===== src/sv/ubc_pkg.sv =====
package ubc_pkg;

    localparam int LENGTH_WIDTH = 16;
    localparam int INDEX_WIDTH  = 14;
    localparam int ADDR_WIDTH   = 4;
    localparam int DATA_WIDTH   = 32;

    localparam int FIFO_DEPTH   = 4;
    localparam int PTR_WIDTH    = $clog2(FIFO_DEPTH);
    localparam int CNT_WIDTH    = $clog2(FIFO_DEPTH + 1);

    // register indexes, taken from paddr[3:2]
    localparam logic [1:0] REG_SRC_OFFSET = 2'd0;
    localparam logic [1:0] REG_DST_OFFSET = 2'd1;
    localparam logic [1:0] REG_LENGTH     = 2'd2;

    typedef struct packed {
        logic [7:0]             dst_byte;
        logic [7:0]             write_mask;
        logic [INDEX_WIDTH-1:0] dst_index;
        logic                   last;
    } result_t;

    typedef struct packed {
        logic [7:0]              pending_bits;
        logic [7:0]              pending_mask;
        logic [2:0]              pending_count;
        logic [LENGTH_WIDTH-1:0] bits_left;
        logic [INDEX_WIDTH-1:0]  out_position;
        logic                    first_source;
    } state_t;

    typedef struct packed {
        logic [1:0] num;
        result_t    slot_a;
        result_t    slot_b;
        state_t     next;
    } step_t;

endpackage


===== src/sv/ubc_align.sv =====
module ubc_align
    import ubc_pkg::*;
(
    input  logic [2:0] first_skip,
    input  logic [7:0] src_byte,
    input  state_t     st,
    output step_t      step
);

    logic [2:0]              skip;
    logic [3:0]              n_full;
    logic [3:0]              n;
    logic [7:0]              topn;
    logic [7:0]              v;
    logic [15:0]             acc;
    logic [15:0]             msk;
    logic [15:0]             acc2;
    logic [15:0]             msk2;
    logic [3:0]              total;
    logic [3:0]              total2;
    logic [LENGTH_WIDTH-1:0] bl_new;
    logic                    active;
    logic                    e0;
    logic                    e1;
    result_t                 r0;
    result_t                 r1;

    always_comb
    begin
        skip   = st.first_source ? first_skip : 3'd0;
        n_full = 4'd8 - {1'b0, skip};
        if (LENGTH_WIDTH'(n_full) > st.bits_left)
            n = st.bits_left[3:0];
        else
            n = n_full;

        topn   = ~(8'hff >> n);
        v      = (src_byte << skip) & topn;
        acc    = {st.pending_bits, 8'h00} | ({v, 8'h00} >> st.pending_count);
        msk    = {st.pending_mask, 8'h00} | ({topn, 8'h00} >> st.pending_count);
        total  = {1'b0, st.pending_count} + n;
        bl_new = st.bits_left - LENGTH_WIDTH'(n);
        active = (st.bits_left != '0);

        // a full destination byte
        e0     = active && total[3];
        acc2   = e0 ? {acc[7:0], 8'h00} : acc;
        msk2   = e0 ? {msk[7:0], 8'h00} : msk;
        total2 = e0 ? {1'b0, total[2:0]} : total;
        // partial tail flushed at end of run
        e1     = active && (bl_new == '0) && (total2 != 4'd0);

        r0.dst_byte   = acc[15:8];
        r0.write_mask = msk[15:8];
        r0.dst_index  = st.out_position;
        r0.last       = (bl_new == '0) && (total == 4'd8);

        r1.dst_byte   = acc2[15:8];
        r1.write_mask = msk2[15:8];
        r1.dst_index  = e0 ? st.out_position + INDEX_WIDTH'(1) : st.out_position;
        r1.last       = 1'b1;

        step.num    = {1'b0, e0} + {1'b0, e1};
        step.slot_a = e0 ? r0 : r1;
        step.slot_b = r1;

        step.next = st;
        if (active)
        begin
            step.next.pending_bits  = e1 ? 8'h00 : acc2[15:8];
            step.next.pending_mask  = e1 ? 8'h00 : msk2[15:8];
            step.next.pending_count = e1 ? 3'd0 : total2[2:0];
            step.next.bits_left     = bl_new;
            step.next.out_position  = st.out_position + INDEX_WIDTH'(step.num);
            step.next.first_source  = 1'b0;
        end
    end

endmodule


===== src/sv/ubc_fifo.sv =====
module ubc_fifo
    import ubc_pkg::*;
(
    input  logic       clk,
    input  logic       rst_n,
    input  logic [1:0] push_num,
    input  result_t    push_a,
    input  result_t    push_b,
    output logic       room,
    output logic       out_valid,
    input  logic       out_ready,
    output result_t    out_data
);

    result_t                mem_reg [FIFO_DEPTH];
    logic [PTR_WIDTH-1:0]   wr_ptr_reg;
    logic [PTR_WIDTH-1:0]   rd_ptr_reg;
    logic [CNT_WIDTH-1:0]   count_reg;
    logic [PTR_WIDTH-1:0]   wr_ptr_next;
    logic [PTR_WIDTH-1:0]   rd_ptr_next;
    logic [CNT_WIDTH-1:0]   count_next;
    logic                   pop;

    assign out_valid = (count_reg != '0);
    assign out_data  = mem_reg[rd_ptr_reg];
    // room for two results, the most one transaction can produce
    assign room      = (count_reg <= CNT_WIDTH'(FIFO_DEPTH - 2));
    assign pop       = out_valid && out_ready;

    always_comb
    begin
        wr_ptr_next = wr_ptr_reg + PTR_WIDTH'(push_num);
        rd_ptr_next = rd_ptr_reg + PTR_WIDTH'(pop);
        count_next  = count_reg + CNT_WIDTH'(push_num) - CNT_WIDTH'(pop);
    end

    always_ff @(posedge clk or negedge rst_n)
    begin
        if (!rst_n)
        begin
            wr_ptr_reg <= '0;
            rd_ptr_reg <= '0;
            count_reg  <= '0;
        end
        else
        begin
            wr_ptr_reg <= wr_ptr_next;
            rd_ptr_reg <= rd_ptr_next;
            count_reg  <= count_next;
        end
    end

    always_ff @(posedge clk)
    begin
        if (push_num != 2'd0)
            mem_reg[wr_ptr_reg] <= push_a;
        if (push_num == 2'd2)
            mem_reg[wr_ptr_reg + PTR_WIDTH'(1)] <= push_b;
    end

endmodule


===== src/sv/unaligned_bit_copy.sv =====
// channel  | direction | handshake            | payload
// ---------+-----------+----------------------+------------------------------------------
// source   | in        | in_valid / in_ready  | src_byte
// result   | out       | out_valid / out_ready| dst_byte, write_mask, dst_index, last
// config   | in        | APB (pready tied 1)  | src_bit_offset, dst_bit_offset, bit_length
//
// One source byte per cycle while in_ready is high; its results enter a 4-entry result queue
// at the accepting edge and can leave on the next edge.
// The final byte of a job may give two results; all others give at most one.
// in_ready drops only when the queue holds more than two results (output stalled).
// Reset is asynchronous and leaves no job active; any register write restarts the job.
module unaligned_bit_copy
    import ubc_pkg::*;
(
    input  logic                   clk,
    input  logic                   rst_n,

    input  logic                   psel,
    input  logic                   penable,
    input  logic                   pwrite,
    input  logic [ADDR_WIDTH-1:0]  paddr,
    input  logic [DATA_WIDTH-1:0]  pwdata,
    output logic [DATA_WIDTH-1:0]  prdata,
    output logic                   pready,

    input  logic                   in_valid,
    output logic                   in_ready,
    input  logic [7:0]             src_byte,

    output logic                   out_valid,
    input  logic                   out_ready,
    output logic [7:0]             dst_byte,
    output logic [7:0]             write_mask,
    output logic [INDEX_WIDTH-1:0] dst_index,
    output logic                   last
);

    logic [2:0]              src_offset_reg;
    logic [2:0]              dst_offset_reg;
    logic [LENGTH_WIDTH-1:0] length_reg;
    state_t                  state_reg;
    state_t                  state_next;
    step_t                   step;
    result_t                 head;
    logic [1:0]              reg_index;
    logic                    cfg_write;
    logic                    cfg_hit;
    logic                    in_fire;
    logic                    room;

    assign pready    = 1'b1;
    assign reg_index = paddr[3:2];
    assign cfg_write = psel && penable && pwrite;
    assign cfg_hit   = cfg_write && (reg_index == REG_SRC_OFFSET ||
                                     reg_index == REG_DST_OFFSET ||
                                     reg_index == REG_LENGTH);
    assign in_ready  = room;
    assign in_fire   = in_valid && in_ready;

    always_comb
    begin
        unique case (reg_index)
            REG_SRC_OFFSET: prdata = DATA_WIDTH'(src_offset_reg);
            REG_DST_OFFSET: prdata = DATA_WIDTH'(dst_offset_reg);
            REG_LENGTH:     prdata = DATA_WIDTH'(length_reg);
            default:        prdata = '0;
        endcase
    end

    ubc_align u_align (
        .first_skip (src_offset_reg),
        .src_byte   (src_byte),
        .st         (state_reg),
        .step       (step)
    );

    always_comb
    begin
        state_next = state_reg;
        if (cfg_hit)
        begin
            state_next.pending_bits  = 8'h00;
            state_next.pending_mask  = 8'h00;
            state_next.pending_count = (reg_index == REG_DST_OFFSET) ? pwdata[2:0]
                                                                     : dst_offset_reg;
            state_next.bits_left     = (reg_index == REG_LENGTH) ? pwdata[LENGTH_WIDTH-1:0]
                                                                 : length_reg;
            state_next.out_position  = '0;
            state_next.first_source  = 1'b1;
        end
        else if (in_fire)
            state_next = step.next;
    end

    always_ff @(posedge clk or negedge rst_n)
    begin
        if (!rst_n)
        begin
            src_offset_reg           <= 3'd0;
            dst_offset_reg           <= 3'd0;
            length_reg               <= '0;
            state_reg.pending_bits   <= 8'h00;
            state_reg.pending_mask   <= 8'h00;
            state_reg.pending_count  <= 3'd0;
            state_reg.bits_left      <= '0;
            state_reg.out_position   <= '0;
            state_reg.first_source   <= 1'b1;
        end
        else
        begin
            if (cfg_write)
            begin
                unique case (reg_index)
                    REG_SRC_OFFSET: src_offset_reg <= pwdata[2:0];
                    REG_DST_OFFSET: dst_offset_reg <= pwdata[2:0];
                    REG_LENGTH:     length_reg     <= pwdata[LENGTH_WIDTH-1:0];
                    default:        ;
                endcase
            end
            state_reg <= state_next;
        end
    end

    ubc_fifo u_fifo (
        .clk       (clk),
        .rst_n     (rst_n),
        .push_num  (in_fire && !cfg_hit ? step.num : 2'd0),
        .push_a    (step.slot_a),
        .push_b    (step.slot_b),
        .room      (room),
        .out_valid (out_valid),
        .out_ready (out_ready),
        .out_data  (head)
    );

    assign dst_byte   = head.dst_byte;
    assign write_mask = head.write_mask;
    assign dst_index  = head.dst_index;
    assign last       = head.last;

endmodule


===== config.mk =====
export PLATFORM = sky130hd
export DESIGN_NAME = unaligned_bit_copy
export DESIGN_NICKNAME = d
export VERILOG_FILES = /design/src/sv/ubc_pkg.sv /design/src/sv/ubc_align.sv /design/src/sv/ubc_fifo.sv /design/src/sv/unaligned_bit_copy.sv
export SDC_FILE = /design/constraint.sdc
export NUM_CORES = 1
export LEC_CHECK = 0
export ABC_AREA = 1
export BUFFER_PORTS_ARGS = -buffer_cell sky130_fd_sc_hd__buf_4
export CORE_MARGIN = 2
export CORE_UTILIZATION = 50
export CTS_CLUSTER_SIZE = 8
export DETAILED_ROUTE_END_ITERATION = 10
export PLACE_DENSITY = 0.69
export SYNTH_ARGS = -nofsm -noshare
export SYNTH_HDL_FRONTEND = slang
export SYNTH_SLANG_ARGS = --single-unit

===== constraint.sdc =====
create_clock -name clk -period 15.35 [get_ports clk]
set_input_delay 2.3025 -clock clk [delete_from_list [all_inputs] [get_ports clk]]
set_output_delay 2.3025 -clock clk [all_outputs]
set_load 0.02 [all_outputs]

==> results of run 1 <==
-- synth_stat cells (3+ instances only) --
cell and n:
nand4_1 12, nand2_4 4, dfxtp_1 4, nor3_1 13, xor2_1 17, ha_1 21, clkbuf_1 58, nand2_1 307
o21ai_1 10, xnor2_1 3, dfrtp_1 78, fa_1 3, or2_2 5, o221ai_1 11, o21ai_0 166, buf_4 17
inv_1 134, nand3_2 3, edfxtp_1 120, nand3_1 92, clkinv_1 10, o21ai_2 7, nand3b_1 4, a31oi_1 4
buf_1 3, nand2_2 9, nor2_2 3, a21oi_2 3, inv_2 12, o22ai_1 108, a21oi_1 34, o21bai_1 3
o211ai_1 3, nor2_4 3, nor2_1 169, nand3_4 5
-- layer usage --
layer	GRT usage, %	vias to the layer above	part of all wire (%)
li1	-	5172	-
met3	2.81	55	7.7
met4	6.86	0	2.0
met1	34.8	4948	44
met5	0	-	0
met2	42.6	475	47
-- critical path, delay by kind of cell (launching register included) --
kind	cells	cell delay (ps)
AOI/OAI and AO/OA	2	550
DFF	1	600
buffers and inverters	10	1610
and+or+nand+nor	18	3700
xor gates and xnor gates	2	480
adders and majority gates	5	1270
-- cell families (layout without fill, tap and decap cells) --
family | after synthesis | count (layout)
compound gates | 361 | 361
xor+xnor | 21 | 21
fa+ha+maj | 24 | 24
buf+inv | 239 | 303
flops | 203 | 203
mux | 2 | 2
other cells | 2 | 17
simple gates | 634 | 634
-- layout make-up --
cell class | count | area [um^2]
Clock buffer | 48 | 797
Clock inverter | 1 | 5.00
Fill cell | 2231 | 9910
Inverter | 157 | 592
Multi-Input combinational cell | 1059 | 5450
Sequential cell | 203 | 5660
Tap cell | 319 | 399
Timing Repair Buffer | 97 | 728
-- path summary, 6_finish.rpt --
kind                       cells past startpoint                              end
setup reg to reg                              37  u_fifo.mem_reg[0][23]$_DFFE_PP_
hold / removal                                 2        state_reg[42]$_DFFE_PN0P_
hold reg to reg                                2        state_reg[42]$_DFFE_PN0P_
setup / recovery                              37  u_fifo.mem_reg[0][23]$_DFFE_PP_
max in group asynchronous                      2        state_reg[31]$_DFFE_PN0P_
min in group asynchronous                      1    u_fifo.count_reg[0]$_DFF_PN0_
-- power by group through the flow --
stage / logic [mW] / registers (mW) / clock network, mW
global placement: 1.41 / 0.778 / 0
finish: 1.45 / 0.773 / 0.576
detailed placement: 1.43 / 0.780 / 0
CTS: 1.43 / 0.771 / 0.581
global route: 1.61 / 0.785 / 0.604
floorplan: 1.03 / 0.752 / 0
-- per-stage QoR --
step,worst slack (ps),utilization [%],hold slack [ps],area (um^2),std cells
after detailed placement,7030,54.5,462,12800,1835
after floorplan,8970,-,440,12100,1501
final,6970,57.9,476,13600,1884
after CTS,6990,57.9,476,13600,1884
after global placement,7110,54.5,459,12800,1835
after global routing,6280,57.9,493,13600,1884
==> results.yml, run 1 <==
status:
  status: "finished, final reports clean"
cts:
  clk_pin_slew_worst_paths_ps: 50
  h-tree-depth: 1
  post_cts_buffers: 0
  cts_root_buf: "clkbuf_16"
  cts-resized-gates: 0
  numClockSinks: 203
  clk_latency_ps: 530
  cts_buffers: 29
  cts_tree: "yes"
  clockBufferDepth: 3
  ctsHoldBuffers: 0
power_and_ir_drop:
  intPower_mw: 1.49
  power.share.switching_pct: 46.9
  power_frac_seq_pct: 27.6
  power_density_nw_per_um2: 205
  ir_worst_vdd_mv: 0.113
  combPwrFrac_pct: 51.8
  power.static_leakage_nw: 5.87
  clkPwrFrac_pct: 20.6
  p_total_mw: 2.80
  p_sw_mw: 1.31
logic_synthesis:
  yosysTopAreaCellShare_pct: 30.0
  synth_top_cell_by_area: "edfxtp_1"
  synth_fa_ha_area_share_pct: 2.68
  synth-compound-area-share_pct: 17.4
  synth-xor-area-share_pct: 1.59
  synth-simple-area-share_pct: 22.9
  yosysSeqAreaShare_pct: 47.1
  syn_avg_cell_area_um2: 8.09
  async_reset_ff_share_pct: 38.9
  synth_top_family_by_area: "simple AND/OR/NAND/NOR gates"
  synth-seq-cells: 203
  netlist_instances: 1486
  ys_types: 57
  syn-cell-area_um2: 12000
  yosysWarnings: 0
  synthMuxAreaShare_pct: 0.177
  synth_edf_count: 120
  synth.area.top_cells: "edfxtp_1, dfrtp_1, nand2_1"
  synth_flop_cell: "edfxtp_1"
die:
  core-area_um2: 23500
  rows: 56
  ios: 117
  start_util_pct: 51.1
  fp.dieArea_um2: 25300
  die_w_um: 159
  chipHeight_um: 159
cells_and_area:
  num-nets-final: 1622
  layout_common_cells: "nand2_1, nor2_1, o21ai_0, inv_1, edfxtp_1"
  drive_above_1_share_pct: 12.3
  diodes: 0
  mostFrequentLayoutCell: "nand2_1"
  largest_reg_flops: 124
  area_growth_pct: 13.4
placement:
  portBuffers: 81
  place.gp.congestion: 0.932
  hpwl_um: 21300
drt:
  viasPerCell: 5.65
  wire_per_inst_um: 17.2
  drt_iter0_drc: 862
  drt-total-wl_um: 32400
  ant_nets: 0
  vias: 10700
  drc: 0
  dr.pass1.iters: 6
global_routing:
  grt_first_pass_wirelength_um: 52500
  grt_pass1_vias: 10200
  grtUsageTotal_pct: 25.3
  antenna_found_initial: 0
  grt_max_degree: 65
  grt_remaining_overflow: 0
setup_path:
  worst_r2r_startpoint: "state_reg[0]$_DFFE_PN1P_"
  cp-end-kind: "flop"
  cp_max_fo: 32
  regToRegSetupSlack_ps: 6970
  crit_path_start_kind: "flop"
  path_class: "reg2reg"
  arrival_ps: 8790
  critPathMaxStageDelay_ps: 710
  cp.required_ps: 15750
  cpMostUsedCell: "inv_1"
  critPathSlowestCell: "nand2_2"
  cp-startpoint: "state_reg[0]$_DFFE_PN1P_"
sta:
  slew_headroom_pct: 31.5
  tightestPinTransition_ps: 1030
  finalSetupViolCount: 0
  hold_viol: 0
  clock.fmax_mhz: 119
  fin_skew_ps: 11.2
  report.final.slew_viol_count: 0
  fin_crit_ps: 8380
  finalCritPeriodShare_pct: 54.6
  rsz0062_at_grt: "false"
  tns_ps: 0
job:
  drv_cap: 0
min_path:
  min-delay-start: "state_reg[42]$_DFFE_PN0P_"
  hp-class: "reg2reg"
No activity file was read; power rests on OpenSTA's default activity.
==> run 2: changes to the inputs <==
Settings changed: ABC_AREA 1 to 0.
Clock period 15.35 ns to 7.8 ns, I/O delays scaled along.
==> run 2 against run 1 <==
Effect of this change: critical path type unchanged; setup slack got worse by 6400 ps; largest cell class is now multi-input gates; sequential power increased by 110%; synthesized cell count decreased by 14%; critical endpoint is now u_fifo.mem_reg[3][12]$_DFFE_PP_; die area increased by 7.6%.
==> results.yml, run 2 <==
status:
  status: "finished, final reports clean"
min_path:
  min-delay-start: "u_fifo.mem_reg[3][0]$_SDFFE_PP1N_"
  hold_path_end: "u_fifo.mem_reg[3][0]$_SDFFE_PP1N_"
  hp-class: "reg2reg"
  whs_path_depth: 1
cells_and_area:
  fin_area_um2: 14700
  final_cell_count_no_fill: 1663
  n_fill_cell: 2210
  num-nets-final: 1389
  layout_common_cells: "edfxtp_1, buf_4, nand2_1, nor2_1, dfrtp_1"
  final_core_util_pct: 57.9
  drive_above_1_share_pct: 19.1
  area_growth_pct: 13.0
  mostFrequentLayoutCell: "edfxtp_1"
  largest_reg_flops: 124
  diodes: 0
die:
  ios: 117
  start_util_pct: 51.2
  chipHeight_um: 165
  core-area_um2: 25300
  die_w_um: 165
  rows: 58
  fp.dieArea_um2: 27200
job:
  drv_cap: 0
cts:
  h-tree-depth: 1
  clockBufferDepth: 3
  cts_tree: "yes"
  ctsHoldBuffers: 0
  clk_pin_slew_worst_paths_ps: 60
  clk_latency_ps: 540
  post_cts_buffers: 0
  numClockSinks: 203
  cts_root_buf: "clkbuf_16"
  cts_buffers: 30
setup_path:
  worst_r2r_startpoint: "state_reg[0]$_DFFE_PN1P_"
  crit_path_start_kind: "flop"
  cp-end-kind: "flop"
  reg2reg_depth: 24
  arrival_ps: 7600
  cp.required_ps: 8160
  path_class: "reg2reg"
  regToRegSetupSlack_ps: 560
  cp_max_fo: 23
  worstReg2RegEnd: "u_fifo.mem_reg[3][12]$_DFFE_PP_"
placement:
  place_inst: 1612
  place.gp.congestion: 0.882
  place_area_um2: 13700
  hpwl_um: 22900
  portBuffers: 81
power_and_ir_drop:
  power.share.switching_pct: 43.5
  power_frac_seq_pct: 28.7
  p_sw_mw: 2.50
  power.static_leakage_nw: 5.48
  power_density_nw_per_um2: 393
  p_total_mw: 5.76
  combPwrFrac_pct: 49.6
  clkPwrFrac_pct: 21.7
  ir_worst_vdd_mv: 0.238
  intPower_mw: 3.25
drt:
  viasPerCell: 6.35
  drt_iter0_drc: 1115
  drt-total-wl_um: 34500
  wire_per_inst_um: 20.8
  dr.pass1.iters: 5
  vias: 10600
  drc: 0
  ant_nets: 0
logic_synthesis:
  synth_edf_count: 120
  synth-xor-area-share_pct: 2.50
  synth_top_cell_by_area: "edfxtp_1"
  syn-cell-area_um2: 13000
  async_reset_ff_share_pct: 38.9
  yosys-top-cells-count: "edfxtp_1, nand2_1, nor2_1"
  yosysMostFrequentCell: "edfxtp_1"
  synth-simple-area-share_pct: 15.6
  synth.area.top_cells: "edfxtp_1, dfrtp_1, mux4_2"
  synth_flop_cell: "edfxtp_1"
  synth_fa_ha_area_share_pct: 2.64
  synth_top_family_by_area: "compound AO/OA/AOI/OAI gates"
  yosysWarnings: 0
  yosysTopAreaCellShare_pct: 27.8
  synth-seq-cells: 203
  ys_types: 102
  netlist_instances: 1271
  syn_avg_cell_area_um2: 10.2
  synth-compound-area-share_pct: 21.2
  synthMuxAreaShare_pct: 9.01
  yosysSeqAreaShare_pct: 43.6
sta:
  fin_crit_ps: 7240
  finalCritPeriodShare_pct: 92.8
  fin_skew_ps: 22.5
  tightestPinTransition_ps: 1040
  slew_headroom_pct: 29.9
  rsz0062_at_grt: "false"
  hold_viol: 0
  report.final.slew_viol_count: 0
  tns_ps: 0
  finalSetupViolCount: 0
  clock.fmax_mhz: 138
global_routing:
  grtUsageTotal_pct: 25.6
  grt_first_pass_wirelength_um: 55000
  grt_max_degree: 80
  grt_pass1_vias: 10200
  antenna_found_initial: 0
  grt_remaining_overflow: 0
run 2: cell types whose count changed after synthesis, sizes merged, moves of 33 or more:
cell   delta
nand2   -211
o31ai    +35
mux4     +33
o22ai    -48
inv     -114
nand3    -64
o21ai    -97
nor2     -77
run 2: repair_timing:
action,4_1_cts,5_1_grt
gates resized for setup,0,6
endpoints found under the hold margin,0,0
endpoints found under the setup margin,0,169
run 2: worst max-delay path by stage:
stage / slack, ps / endpoint / depth (start not counted) / startpoint
detailed placement: 400 / u_fifo.mem_reg[0][16]$_DFFE_PP_ / 24 / state_reg[0]$_DFFE_PN1P_
global placement: 570 / u_fifo.mem_reg[0][22]$_DFFE_PP_ / 24 / state_reg[0]$_DFFE_PN1P_
CTS: 420 / u_fifo.mem_reg[0][30]$_DFFE_PP_ / 24 / state_reg[0]$_DFFE_PN1P_
finish: 560 / u_fifo.mem_reg[3][12]$_DFFE_PP_ / 24 / state_reg[0]$_DFFE_PN1P_
floorplan: 820 / u_fifo.mem_reg[0][10]$_DFFE_PP_ / 28 / src_offset_reg[0]$_DFFE_PN0P_
global route: 40 / u_fifo.mem_reg[3][10]$_DFFE_PP_ / 24 / state_reg[0]$_DFFE_PN1P_
run 2: cell families after synthesis:
family | count (synthesis)
and+or+nand+nor | 394
DFF | 203
other | 2
AOI/OAI and AO/OA | 386
buffers and inverters | 151
adders and majority gates | 26
muxes | 72
xor gates and xnor gates | 37
run 2: worst max-delay path, cell delays in order (launching register included):
cell,delay (ps)
dfstp_2,760
and2_1,200
inv_1,100
ha_1,330
xnor2_2,290
clkinv_1,250
ha_1,290
or4_1,650
nand4_1,240
nand2_1,130
ha_1,270
nand2b_1,180
a21oi_1,180
maj3_1,270
xnor2_1,110
o21ai_0,170
nand3_1,180
or4b_1,560
nor2_1,140
ha_1,280
nand4_1,320
nand2_1,300
and3_1,570
o21ai_0,190
o31ai_1,110
run 2: power by group through the flow:
stage / clock network, mW / logic, mW / registers [mW]
finish: 1.25 / 2.85 / 1.65
detailed placement: 0 / 2.81 / 1.67
CTS: 1.26 / 2.83 / 1.65
global route: 1.31 / 3.10 / 1.68
global placement: 0 / 2.77 / 1.65
floorplan: 0 / 2.20 / 1.49
run 2: metrics by stage:
stage                     hold WS (ps)  setup WS [ps]
after global placement             461            566
after CTS                          480            417
final                              482            561
after floorplan                    453            823
after detailed placement           468            403
after global routing               494           43.5
run 2: cell type report:
class / instances / area [um^2] / share of cell area, %
Multi-Input combinational cell: 932 / 6700 / 45.7
Sequential cell: 203 / 5660 / 38.6
Timing Repair Buffer: 112 / 848 / 5.78
Clock buffer: 47 / 836 / 5.70
Tap cell: 330 / 413 / 2.82
Inverter: 35 / 131 / 0.896
Clock inverter: 4 / 68.8 / 0.469
run 2: per-layer routing:
metal	share of wire (%)	vias up	wire length (um)	track usage, %
met5	0	-	0	0
met4	2.0	0	688	7.47
met3	8.4	52	2880	4.27
met2	46	509	15800	40.5
met1	44	5081	15100	36.3
li1	-	4914	-	-
